[config.mk]
export PLATFORM = sky130hd
export DESIGN_NAME = sem_lane
export DESIGN_NICKNAME = d
export VERILOG_FILES = /design/src/rtl/sem_pkg.sv /design/src/rtl/sem_lane.sv
export SDC_FILE = /design/constraint.sdc
export NUM_CORES = 1
export LEC_CHECK = 0
export ABC_AREA = 1
export BUFFER_PORTS_ARGS = -buffer_cell sky130_fd_sc_hd__buf_2
export CAP_MARGIN = 20
export CORE_MARGIN = 8
export CORE_UTILIZATION = 33
export CTS_BUF_LIST = sky130_fd_sc_hd__clkbuf_4 sky130_fd_sc_hd__clkbuf_8
export DETAILED_ROUTE_END_ITERATION = 8
export PLACE_DENSITY_LB_ADDON = 0.05
export SLEW_MARGIN = 10
export SYNTH_ARGS = -nofsm -noshare
export SYNTH_HDL_FRONTEND = slang
export SYNTH_SLANG_ARGS = --single-unit
export TNS_END_PERCENT = 30
[constraint.sdc]
create_clock -name i_clk -period 8.05 [get_ports i_clk]
set_input_delay 1.2075 -clock i_clk [delete_from_list [all_inputs] [get_ports i_clk]]
set_output_delay 1.2075 -clock i_clk [all_outputs]
set_load 0.02 [all_outputs]
[src/rtl/sem_pkg.sv]
`timescale 1ns / 1ps
package sem_pkg;

    localparam int SEM_MAX_WIDTH  = 1024;
    localparam int SEM_MAX_HEIGHT = 1024;

    localparam int CFG_DATA_W = 11;
    localparam int CFG_IDX_W  = 2;

    localparam logic [CFG_IDX_W-1:0] REG_FRAME_WIDTH  = 2'd0;
    localparam logic [CFG_IDX_W-1:0] REG_FRAME_HEIGHT = 2'd1;

    localparam logic CMD_PIXEL = 1'b0;
    localparam logic CMD_DRAIN = 1'b1;

    // gradient, square, then one stage per result bit
    localparam int MAG_BITS = 8;
    localparam int LANE_LAT = 2 + MAG_BITS;

    typedef logic [23:0] t_pix;
    typedef logic [7:0]  t_chan;

    typedef struct packed {
        logic row0;   // top row of the window lies above the frame
        logic row2;   // bottom row lies below the frame
        logic col0;   // left column lies before the row start
        logic col2;   // right column lies past the row end
    } t_mask;

endpackage

[src/rtl/sem_lane.sv]
`timescale 1ns / 1ps
module sem_lane
    import sem_pkg::*;
(
    input  logic  i_clk,
    input  logic  i_en,
    input  t_chan i_px [0:8],
    output t_chan o_mag
);
    logic signed [10:0]    p [0:8];
    logic signed [10:0]    n_gx, n_gy;
    logic signed [10:0]    r_gx, r_gy;
    logic signed [21:0]    sq_x, sq_y;
    logic [20:0]           r_s [0:MAG_BITS-1];
    logic [MAG_BITS-1:0]   r_r [0:MAG_BITS];
    logic [MAG_BITS-1:0]   cand [0:MAG_BITS-1];
    logic [2*MAG_BITS-1:0] prod [0:MAG_BITS-1];
    logic [MAG_BITS-1:0]   take;

    always_comb begin
        for (int k = 0; k < 9; k++) begin
            p[k] = $signed({3'b000, i_px[k]});
        end
        n_gx = (p[2] + (p[5] <<< 1) + p[8]) - (p[0] + (p[3] <<< 1) + p[6]);
        n_gy = (p[6] + (p[7] <<< 1) + p[8]) - (p[0] + (p[1] <<< 1) + p[2]);
    end

    assign sq_x = r_gx * r_gx;
    assign sq_y = r_gy * r_gy;

    // bit-serial search for the largest r with r*r - r < s
    always_comb begin
        for (int k = 0; k < MAG_BITS; k++) begin
            cand[k] = r_r[k] | (MAG_BITS'(1) << (MAG_BITS - 1 - k));
            prod[k] = (2*MAG_BITS)'(cand[k]) * (2*MAG_BITS)'(cand[k] - MAG_BITS'(1));
            take[k] = 21'(prod[k]) < r_s[k];
        end
    end

    always_ff @(posedge i_clk) begin
        if (i_en) begin
            r_gx   <= n_gx;
            r_gy   <= n_gy;
            r_s[0] <= sq_x[20:0] + sq_y[20:0];
            r_r[0] <= '0;
            for (int k = 0; k < MAG_BITS - 1; k++) begin
                r_s[k+1] <= r_s[k];
            end
            for (int k = 0; k < MAG_BITS; k++) begin
                r_r[k+1] <= take[k] ? cand[k] : r_r[k];
            end
        end
    end

    assign o_mag = r_r[MAG_BITS];
endmodule

== Yosys cells after proc, flatten, opt, wreduce, memory -nomap -nowiden ==
Memory sizes are Yosys's and may differ from the RTL's.
Index checks and enable logic that the tools add are counted.
Word-level totals
  register bits: 22
  bits in latches: 0
  RAM bits: 240
  ROM bits: 0
  bits of input ports: 74
  output and inout port bits: 8
  memories: 2
Operators by class
  add/subtract/negate cells: 19
  multipliers: 10
  divide/modulo/power cells: 0
  $lt $le $gt $ge: 8
  eq/ne operators: 0
  shift-type cells: 0
  muxes and demuxes: 10
  bitwise gates (word level): 0
  reductions and logical operators: 0
Memory list
  r_s: depth 8, width 21, read ports 8, clocked after memory_dff 0, wr ports 8, RTL line sem_lane.sv:14  | logic [20:0] r_s [0:MAG_BITS-1];
  r_r: depth 9, width 8, read ports 9, clocked after memory_dff 0, wr ports 9, RTL line sem_lane.sv:15  | logic [MAG_BITS-1:0] r_r [0:MAG_BITS];
Operators with widths (number)
  $lt 16x21->1: 8
  $mul 9x9->16: 8
  $sub 8x1->9 const B: 8
  $add 10x8->11: 4
  $mul 11x11->21: 2
  $add 8x9->10: 4
  $sub 11x11->11: 2
  $add 21x21->21: 1
  $mux 8: 1
  $mux 7: 1
  $mux 6: 1
  $mux 5: 1
  $mux 4: 1
  $mux 1: 3
  $mux 3: 1
  $mux 2: 1

== Depth between registers and ports, before layout ==
Gate-level depths: netlist of the first run.
An unclocked memory read counts as a cell.
  depth in word-level cells: 5
  depth in mapped cells: 27
  gate-level depth less buffers: 26

== Least setup slack after synthesis of the first run ==
Ideal clock, no wire load.
  kind: register to register
  start point: register r_gx[1]
  end point: memory r_s[0][20] (data pin)
  setup time: 0.252 ns
  data arrival time: 5.944 ns
  required time: 7.798 ns
  setup slack: 1.854 ns
  cell stages (with the launch flop): 24
  buffers on the path: 1
  clock period less this slack: 6.196 ns
  cells stage by stage: edfxtp_1 -> clkbuf_1 -> nand2_1 -> inv_1 -> fa_1 -> fa_1 -> inv_1 -> fa_1 -> inv_1 -> fa_1 -> fa_1 -> fa_1 -> inv_1 -> fa_1 -> inv_1 -> ha_1 -> nand2_1 -> inv_1 -> a21oi_1 -> o21ai_1 -> a21oi_1 -> inv_1 -> nand2_1 -> nand2_1
RTL lines
  start: declaration: RTL line sem_lane.sv:12  | logic signed [10:0] r_gx, r_gy;
  start signal: assignment: RTL line sem_lane.sv:42  | r_gx <= n_gx;
  end: declaration: RTL line sem_lane.sv:14

==> flow_metrics.tcl, run 1 <==
set metrics [dict create \
    dr_wl_met3_um 1380 \
    avgSynthCellArea_sq_um 9.85 \
    rsz0062_at_grt "no" \
    post-cts-setup-buffer-count 0 \
    vias_per_cell 4.32 \
    route.met2.wl_um 29300 \
    ys_seq_area_frac 0.262 \
    cts_sinks 226 \
    finalWirelength_um 55300 \
    syn_area_sq_um 25900 \
    ys_warn_count 0 \
    hold_buffers 0 \
    postSynthNetCount 3409 \
    remaining_drc_errors 0 \
    die_height_um 296 \
    drv_cap 0 \
    track_usage 0.134 \
    clk_latency_ns 0.59 \
    start_util 0.333 \
    start_kind "flip-flop" \
    min_path_type "reg -> reg" \
    wl_met1_um 23600 \
    critPathKind "reg -> reg" \
    htreeDepth 2 \
    hold_violations 0 \
    antenna_found_initial 1 \
    layout-drive-gt1-share 0.0617 \
    crit_fanout 13 \
    grt_pass1_vias 18626 \
    setup_viol 0 \
    drv_slew 0 \
    cts_buffer_depth 3 \
    crit_arrival_ns 7.17 \
    crit_start "r_gy[0]" \
    r2r_start "r_gy[0]" \
    worst_slew_pin_slew_ns 1.02 \
    numCtsBuffers 43 \
    fin_crit_sh 0.850 \
    top_layer_used "met4" \
    r2r-end "r_s[0][20]" \
    dr.pass1.iters 4 \
    syn_to_final_growth_pct 9.68 \
    drtIter0Drc 638 \
    rows 102 \
    numPortBuffers 73 \
    synthCells 2626 \
    ant_nets 0 \
    r2r_cells 23 \
    hold_start "r_s[1][60]" \
    io_pins 82 \
    status "completed" \
    cts_tree "yes" \
    gp_congestion 0.770 \
    path_clk_slew_ns 0.06 \
    drt-wirelength-per-cell_um 14.6 \
    max_clock_freq_ghz 0.146 \
    grt_first_pass_wirelength_um 94100 \
    skew_ns 0.0169 \
    core_sq_um 77600 \
    slew_headroom 0.321 \
    finalNetCount 3506 \
    fin_tns_setup_ns 0 \
    grt_start_max_net_pins 115 \
    synth_cell_types 43 \
    die-area_sq_um 87600 \
    gr-total-overflow 0 \
    min_to "r_s[1][81]" \
    nFillCells 7959 \
    ff2ff_setup_slack_ns 1.21 \
    cts_root_buf "clkbuf_8" \
    hold_depth 0 \
    period_needed_ns 6.84 \
    ctsResizeCount 0 \
    die_x_um 296 \
    dp_hpwl_um 46700 \
    ys_ff_latch 226 \
    cp.required_ns 8.38 \
    vias 16390 \
    cp-end-kind "flip-flop" \
]
[cells in the mapped netlist]
master | number | area (sq um)
inv_1 | 817 | 3070
nand2_1 | 343 | 1290
o21bai_1 | 5 | 37.5
o31ai_1 | 2 | 15.0
o311ai_0 | 1 | 8.76
and2_1 | 1 | 6.26
ha_1 | 351 | 4390
and3_1 | 1 | 6.26
o31a_1 | 1 | 8.76
nor3_1 | 14 | 70.1
o221ai_1 | 4 | 35.0
nor2_2 | 3 | 18.8
o311a_1 | 1 | 10.0
or2_2 | 10 | 62.6
a21oi_2 | 4 | 35.0
xnor2_1 | 36 | 315
fa_1 | 358 | 7170
a211o_1 | 1 | 8.76
and3b_1 | 1 | 8.76
or4_1 | 2 | 15.0
nor4_1 | 11 | 68.8
nand3_1 | 47 | 235
a31oi_1 | 2 | 12.5
nand2_2 | 5 | 31.3
o311ai_1 | 2 | 17.5
nor3b_1 | 3 | 22.5
clkbuf_1 | 30 | 113
o21a_1 | 5 | 37.5
a211oi_1 | 5 | 37.5
edfxtp_1 | 226 | 6790
nand4_1 | 23 | 144
o21ai_1 | 15 | 75.1
nor2_1 | 77 | 289
o21ai_0 | 24 | 120
nand3b_1 | 1 | 7.51
a21o_1 | 10 | 75.1
xor2_1 | 74 | 648
a31o_2 | 1 | 8.76
a21boi_0 | 1 | 7.51
o211ai_1 | 7 | 52.6
a21oi_1 | 98 | 490
o211a_1 | 1 | 10.0
inv_2 | 2 | 7.51
[worst max path at each step]
stage	to	slack (ns)
after CTS	r_s[0][20]	1.14
final	r_s[0][20]	1.21
after detailed placement	r_s[0][20]	1.15
after global routing	r_s[0][20]	0.80
after global placement	r_s[0][20]	1.16
after floorplan	r_s[0][20]	1.85
[registers in the layout (all words and copies together), names as in the netlist]
name	cells
r_s	168
r_gy	11
r_r	36
r_gx	11
[through the flow]
step                utilization  setup WS, ns  std cells  area, sq um  hold slack [ns]
finish                    0.366          1.21       3796        28400            0.440
detailed placement        0.354          1.15       3718        27500            0.427
global placement          0.354          1.16       3718        27500            0.428
global route              0.366         0.801       3796        28400            0.454
CTS                       0.366          1.14       3795        28400            0.441
floorplan                     -          1.85       2626        25900            0.417
[cells in the final DEF (no fill, tap or decap), types with 3 or more instances in the layout]
cell	netlist	layout
a211oi_1	5	5
a21o_1	10	10
a21oi_1	98	98
a21oi_2	4	4
buf_2	0	72
buf_4	0	9
bufinv_16	0	3
clkbuf_4	0	8
clkbuf_8	0	45
clkinv_1	0	14
clkinv_2	0	4
edfxtp_1	226	226
fa_1	358	358
ha_1	351	351
inv_1	817	817
nand2_1	343	343
nand2_2	5	5
nand3_1	47	47
nand4_1	23	23
nor2_1	77	77
nor2_2	3	3
nor3_1	14	14
nor3b_1	3	3
nor4_1	11	11
o211ai_1	7	7
o21a_1	5	5
o21ai_0	24	24
o21ai_1	15	15
o21bai_1	5	5
o221ai_1	4	4
or2_2	10	10
xnor2_1	36	36
xor2_1	74	74
[kinds of logic (layout without fill, tap and decap cells)]
family / Yosys count / count (layout) / synth area share
other: 0 / 1 / 0
AOI/OAI and AO/OA: 190 / 190 / 0.0427
DFF: 226 / 226 / 0.262
xor gates and xnor gates: 110 / 110 / 0.0372
buffers and inverters: 849 / 978 / 0.123
adders and majority gates: 709 / 709 / 0.447
and+or+nand+nor: 542 / 542 / 0.0879
[per-layer routing]
metal  vias to the layer above  GRT usage
met5                         -          0
met4                         0     0.0322
met1                      7955      0.158
li1                       8225          -
met3                        63     0.0183
met2                       147      0.253
[worst max-delay path: stages (launching register included)]
cell      delay, ns
edfxtp_1       0.79
nand2_1        0.34
inv_1          0.44
fa_1           0.52
fa_1           0.51
inv_1          0.05
fa_1           0.46
fa_1           0.56
inv_1          0.08
fa_1           0.53
inv_1          0.06
fa_1           0.51
fa_1           0.54
inv_1          0.04
ha_1           0.35
nand2_1        0.10
nand2_1        0.07
nand3_1        0.06
and3b_1        0.14
o21ai_1        0.05
a21oi_1        0.20
inv_1          0.06
nand2_1        0.06
nand2_1        0.05
[area by class of cell]
cell class | instances | area [sq um] | share of cell area
flip-flops and latches | 226 | 6790 | 0.239
multi-input cells | 1551 | 15900 | 0.560
well taps | 1040 | 1300 | 0.0459
diodes | 1 | 2.50 | 0.0000882
clock buffers | 53 | 679 | 0.0239
clock inverters | 24 | 190 | 0.00670
repair buffers | 82 | 443 | 0.0156
inverters | 819 | 3070 | 0.108
Power of run 1 is left out: the tool's default activity adds up to more than one toggle a clock period on the data nets, which glitch-free logic cannot reach.
==> run 2: changes to the inputs <==
==> constraint.sdc (replaced) <==
create_clock -name i_clk -period 5.75 [get_ports i_clk]
set_input_delay 0.8625 -clock i_clk [delete_from_list [all_inputs] [get_ports i_clk]]
set_output_delay 0.8625 -clock i_clk [all_outputs]
set_load 0.02 [all_outputs]
==> flow_metrics.tcl, run 2 (same netlist as run 1, synthesis figures left out) <==
set metrics [dict create \
    dr.pass1.iters 5 \
    cts_tree "yes" \
    cp.required_ns 6.09 \
    cts_sinks 226 \
    cp-end-kind "flip-flop" \
    largest-register "r_s" \
    vias_per_cell 4.28 \
    die_height_um 296 \
    fin_cells 3981 \
    crit_buf_inv 8 \
    crit_path_frequent_cell "fa_1" \
    drt-wirelength-per-cell_um 14.1 \
    core_sq_um 77600 \
    clk_latency_ns 0.60 \
    crit_arrival_ns 6.29 \
    die_x_um 296 \
    fin_tns_setup_ns -0.978 \
    ant_nets 0 \
    dp.cells 3864 \
    drtIter0Drc 601 \
    gr-total-overflow 0 \
    slew_headroom 0.331 \
    gp_congestion 0.769 \
    violations "setup timing" \
    finalWirelength_um 56100 \
    htreeDepth 2 \
    grt_first_pass_wirelength_um 96600 \
    biggestRegsByFlops "r_s (168), r_r (36)" \
    grt_start_max_net_pins 118 \
    finalNetCount 3687 \
    crit_fanout 4 \
    numPortBuffers 73 \
    drv_slew 0 \
    rsz0062_at_grt "yes" \
    final_util 0.394 \
    drv_cap 0 \
    antenna_found_initial 2 \
    start_kind "flip-flop" \
    cp_top_family "adder cells" \
    setup_slack_ns -0.198 \
    largest_reg_flops 168 \
    crit_path_max_incr_delay_ns 0.61 \
    status "finished with violations" \
    die-area_sq_um 87600 \
    start_util 0.333 \
    dp_hpwl_um 48400 \
    period_needed_ns 5.95 \
    skew_ns 0.0293 \
    setup_viol 8 \
    vias 17055 \
    final_cell_mix "inv_1, fa_1, ha_1" \
    worst_slew_pin_slew_ns 1.00 \
    max_clock_freq_ghz 0.168 \
    numCtsBuffers 46 \
    fin_crit_sh 1.03 \
    grt_pass1_vias 19298 \
    rows 102 \
    holdWs_ns 0.418 \
    min_path_type "reg -> reg" \
    syn_to_final_growth_pct 18.0 \
    track_usage 0.136 \
    path_clk_slew_ns 0.06 \
    cts_buffer_depth 3 \
    cp_cell_sequence "buf_6 -> buf_4 -> nand2_1 -> inv_1 -> fa_1 -> fa_2 -> buf_12 -> buf_4 -> fa_1 -> inv_1 -> fa_1 -> fa_1 -> fa_1 -> fa_1 -> inv_2 -> ha_4 -> buf_6 -> nand2_2 -> o221ai_2 -> a21oi_1 -> nand2_1 -> xor2_1" \
    remaining_drc_errors 0 \
    crit_path_top_delay_cell "fa_1" \
    io_pins 82 \
    cts_root_buf "clkbuf_8" \
    final_common_cell "inv_1" \
    critPathKind "reg -> reg" \
    hold_violations 0 \
    layout-drive-gt1-share 0.156 \
]
==> run 2: changes by cell type in the layout (fill, tap and decap cells not counted), sizes merged <==
cell	delta
clkbuf	+3
clkinv	-6
inv	-2
buf	+178
clkinvlp	+6
bufinv	+6
==> run 2: worst reg2reg max path: cells and delay by family, from the launching register on <==
family	cells	cell delay [ns]
adders and majority gates	8	3.81
buffers and inverters	8	0.86
DFF	1	0.49
and+or+nand+nor	3	0.20
AOI/OAI and AO/OA	2	0.20
xor gates and xnor gates	1	0.14
==> run 2: per-stage QoR <==
| step | worst slack (ns) | area [sq um] |
|---|---|---|
| final | -0.198 | 30500 |
| after global routing | -0.417 | 30500 |
| after CTS | -0.211 | 30300 |
| after detailed placement | -0.382 | 28800 |
| after global placement | -0.383 | 28800 |
| after floorplan | -0.00663 | 26000 |
==> run 2: final cells by class <==
class | count | area (sq um)
diodes | 1 | 2.50
clock buffers | 56 | 708
clock inverters | 28 | 388
fillers | 7931 | 47100
inverters | 819 | 3090
multi-input cells | 1551 | 16400
flip-flops and latches | 226 | 6790
well taps | 1040 | 1300
repair buffers | 260 | 1910
==> run 2: path summary, 6_finish.rpt <==
| path | startpoint | end | slack, ns | cells past startpoint |
|---|---|---|---|---|
| setup / recovery | r_gx[3] | r_s[0][19] | -0.20 | 22 |
| hold / removal | r_s[0][22] | r_s[0][43] | 0.42 | 0 |
| setup reg to reg | r_gx[3] | r_s[0][19] | -0.20 | 22 |
| hold reg to reg | r_s[0][22] | r_s[0][43] | 0.42 | 0 |
==> run 2: layer usage <==
layer	wire length (um)	global-route usage
met5	20	0
met3	1270	0.0170
met4	965	0.0306
met1	24200	0.165
met2	29600	0.257
==> run 2: timing repair <==
action	CTS	global route
endpoints found under the setup margin	12	14
buffers inserted	20	12
hold buffers	0	0
gates resized for setup	75	32
pin swaps	101	28
Power of run 2 is left out for the same reason.
==> run 3: changes to the inputs <==
--- a/config.mk
+++ b/config.mk
@@ -13,6 +13,7 @@
 export CTS_BUF_LIST = sky130_fd_sc_hd__clkbuf_4 sky130_fd_sc_hd__clkbuf_8
 export DETAILED_ROUTE_END_ITERATION = 8
 export PLACE_DENSITY_LB_ADDON = 0.05
+export SETUP_SLACK_MARGIN = 0.05
 export SLEW_MARGIN = 10
 export SYNTH_ARGS = -nofsm -noshare
 export SYNTH_HDL_FRONTEND = slang
==> flow_metrics.tcl, run 3 (same netlist as run 1, synthesis figures left out) <==
set metrics [dict create \
    status "finished with violations" \
    violations "setup timing" \
    setup_viol 10 \
    antenna_found_initial 1 \
    crit_path_top_delay_cell "fa_2" \
    cts_sinks 226 \
    finalWirelength_um 56200 \
    drtIter0Drc 648 \
    slew_headroom 0.446 \
    post-place-ws_ns -0.379 \
    critPathKind "reg -> reg" \
    finalNetCount 3682 \
    remaining_drc_errors 0 \
    die-area_sq_um 87600 \
    final_common_cell "inv_1" \
    rows 102 \
    crit_path_max_incr_delay_ns 0.63 \
    numCtsBuffers 45 \
    cp_cell_sequence "buf_12 -> nand2_8 -> clkinvlp_4 -> buf_12 -> fa_1 -> inv_2 -> fa_2 -> inv_2 -> fa_1 -> fa_2 -> fa_2 -> fa_1 -> inv_2 -> fa_1 -> inv_2 -> ha_4 -> inv_2 -> o21ai_2 -> a21oi_2 -> buf_4 -> o211ai_1 -> xor2_1" \
    hold_buffers 0 \
    crit_path_frequent_cell "inv_2" \
    track_usage 0.137 \
    vias_per_cell 4.26 \
    start_util 0.333 \
    dr.pass1.iters 5 \
    seqCellArea_sq_um 6790 \
    period_needed_ns 5.98 \
    gr-total-overflow 0 \
    cts_root_buf "clkbuf_8" \
    crit_fanout 8 \
    nFillCells 7863 \
    skew_ns 0.0237 \
    grt_start_max_net_pins 140 \
    drv_slew 0 \
    syn_to_final_growth_pct 17.2 \
    grt_pass1_vias 19156 \
    drv_cap 0 \
    dp_hpwl_um 48100 \
    largest-register "r_s" \
    fin_crit_sh 1.04 \
    hold_violations 0 \
    cp-end-kind "flip-flop" \
    die_x_um 296 \
    start_kind "flip-flop" \
    io_pins 82 \
    final_util 0.391 \
    multi_input_area_sq_um 16300 \
    numPortBuffers 73 \
    max_clock_freq_ghz 0.167 \
    path_clk_slew_ns 0.05 \
    crit_arrival_ns 6.29 \
    die_height_um 296 \
    cts_buffer_depth 3 \
    drt-wirelength-per-cell_um 14.2 \
    htreeDepth 2 \
    layout-drive-gt1-share 0.151 \
    final_cell_mix "inv_1, fa_1, ha_1" \
    min_path_type "reg -> reg" \
    gp_congestion 0.789 \
    core_sq_um 77600 \
    worst_slew_pin_slew_ns 0.831 \
    ant_nets 0 \
    vias 16908 \
    largest_reg_flops 168 \
    clk_latency_ns 0.60 \
    holdWs_ns 0.434 \
    cp.required_ns 6.06 \
    biggestRegsByFlops "r_s (168), r_r (36)" \
    rsz0062_at_grt "yes" \
    grt_first_pass_wirelength_um 96600 \
    setup_slack_ns -0.227 \
    cts_tree "yes" \
]
-- run 3: path summary, 6_finish.rpt --
| path | slack, ns | from | cells past startpoint | endpoint |
|---|---|---|---|---|
| worst max-delay path | -0.23 | r_gy[10] | 22 | r_s[0][16] |
| worst min-delay path | 0.43 | r_s[0][22] | 0 | r_s[0][43] |
| worst max register to register | -0.23 | r_gy[10] | 22 | r_s[0][16] |
| worst min register to register | 0.43 | r_s[0][22] | 0 | r_s[0][43] |
-- run 3: final cells by class --
class | count | share of cell area
clock inverter | 27 | 0.00817
multi-input combinational | 1551 | 0.538
timing repair buffer | 256 | 0.0637
sequential | 226 | 0.224
clock buffer | 51 | 0.0219
antenna | 1 | 0.0000825
inverter | 819 | 0.102
tap | 1040 | 0.0429
-- run 3: per-layer routing --
metal / vias to the layer above / share of wire / GRT usage
li1: 8560 / - / -
met1: 8145 / 0.44 / 0.170
met2: 139 / 0.52 / 0.252
met3: 64 / 0.020 / 0.0159
met4: 0 / 0.019 / 0.0334
met5: - / 0 / 0
-- run 3: repair_timing --
item	CTS	global route
cloned	0	0
setup endpoints to repair	13	15
resized for setup	34	54
pin swaps	25	52
buffers inserted	17	16
endpoints found under the hold margin	0	0
-- run 3: worst max-delay path, delay by kind of cell, from the launching register on --
kind / cells / cell delay [ns]
AO/OA/AOI/OAI: 3 / 0.37
adder cells (fa/ha/maj): 8 / 3.84
flip-flops: 1 / 0.41
XOR/XNOR: 1 / 0.18
buffers and inverters: 9 / 0.82
AND/OR/NAND/NOR: 1 / 0.08
-- run 3: through the flow --
stage / cell area, sq um / setup TNS [ns] / instances
6_report: 30300 / -1.43 / 3971
5_1_grt: 30300 / -4.09 / 3971
4_1_cts: 30000 / -2.51 / 3954
3_5_place_dp: 28800 / -3.65 / 3859
3_3_place_gp: 28800 / -3.33 / 3859
2_1_floorplan: 26100 / 0 / 2626
Power of run 3 is left out for the same reason.
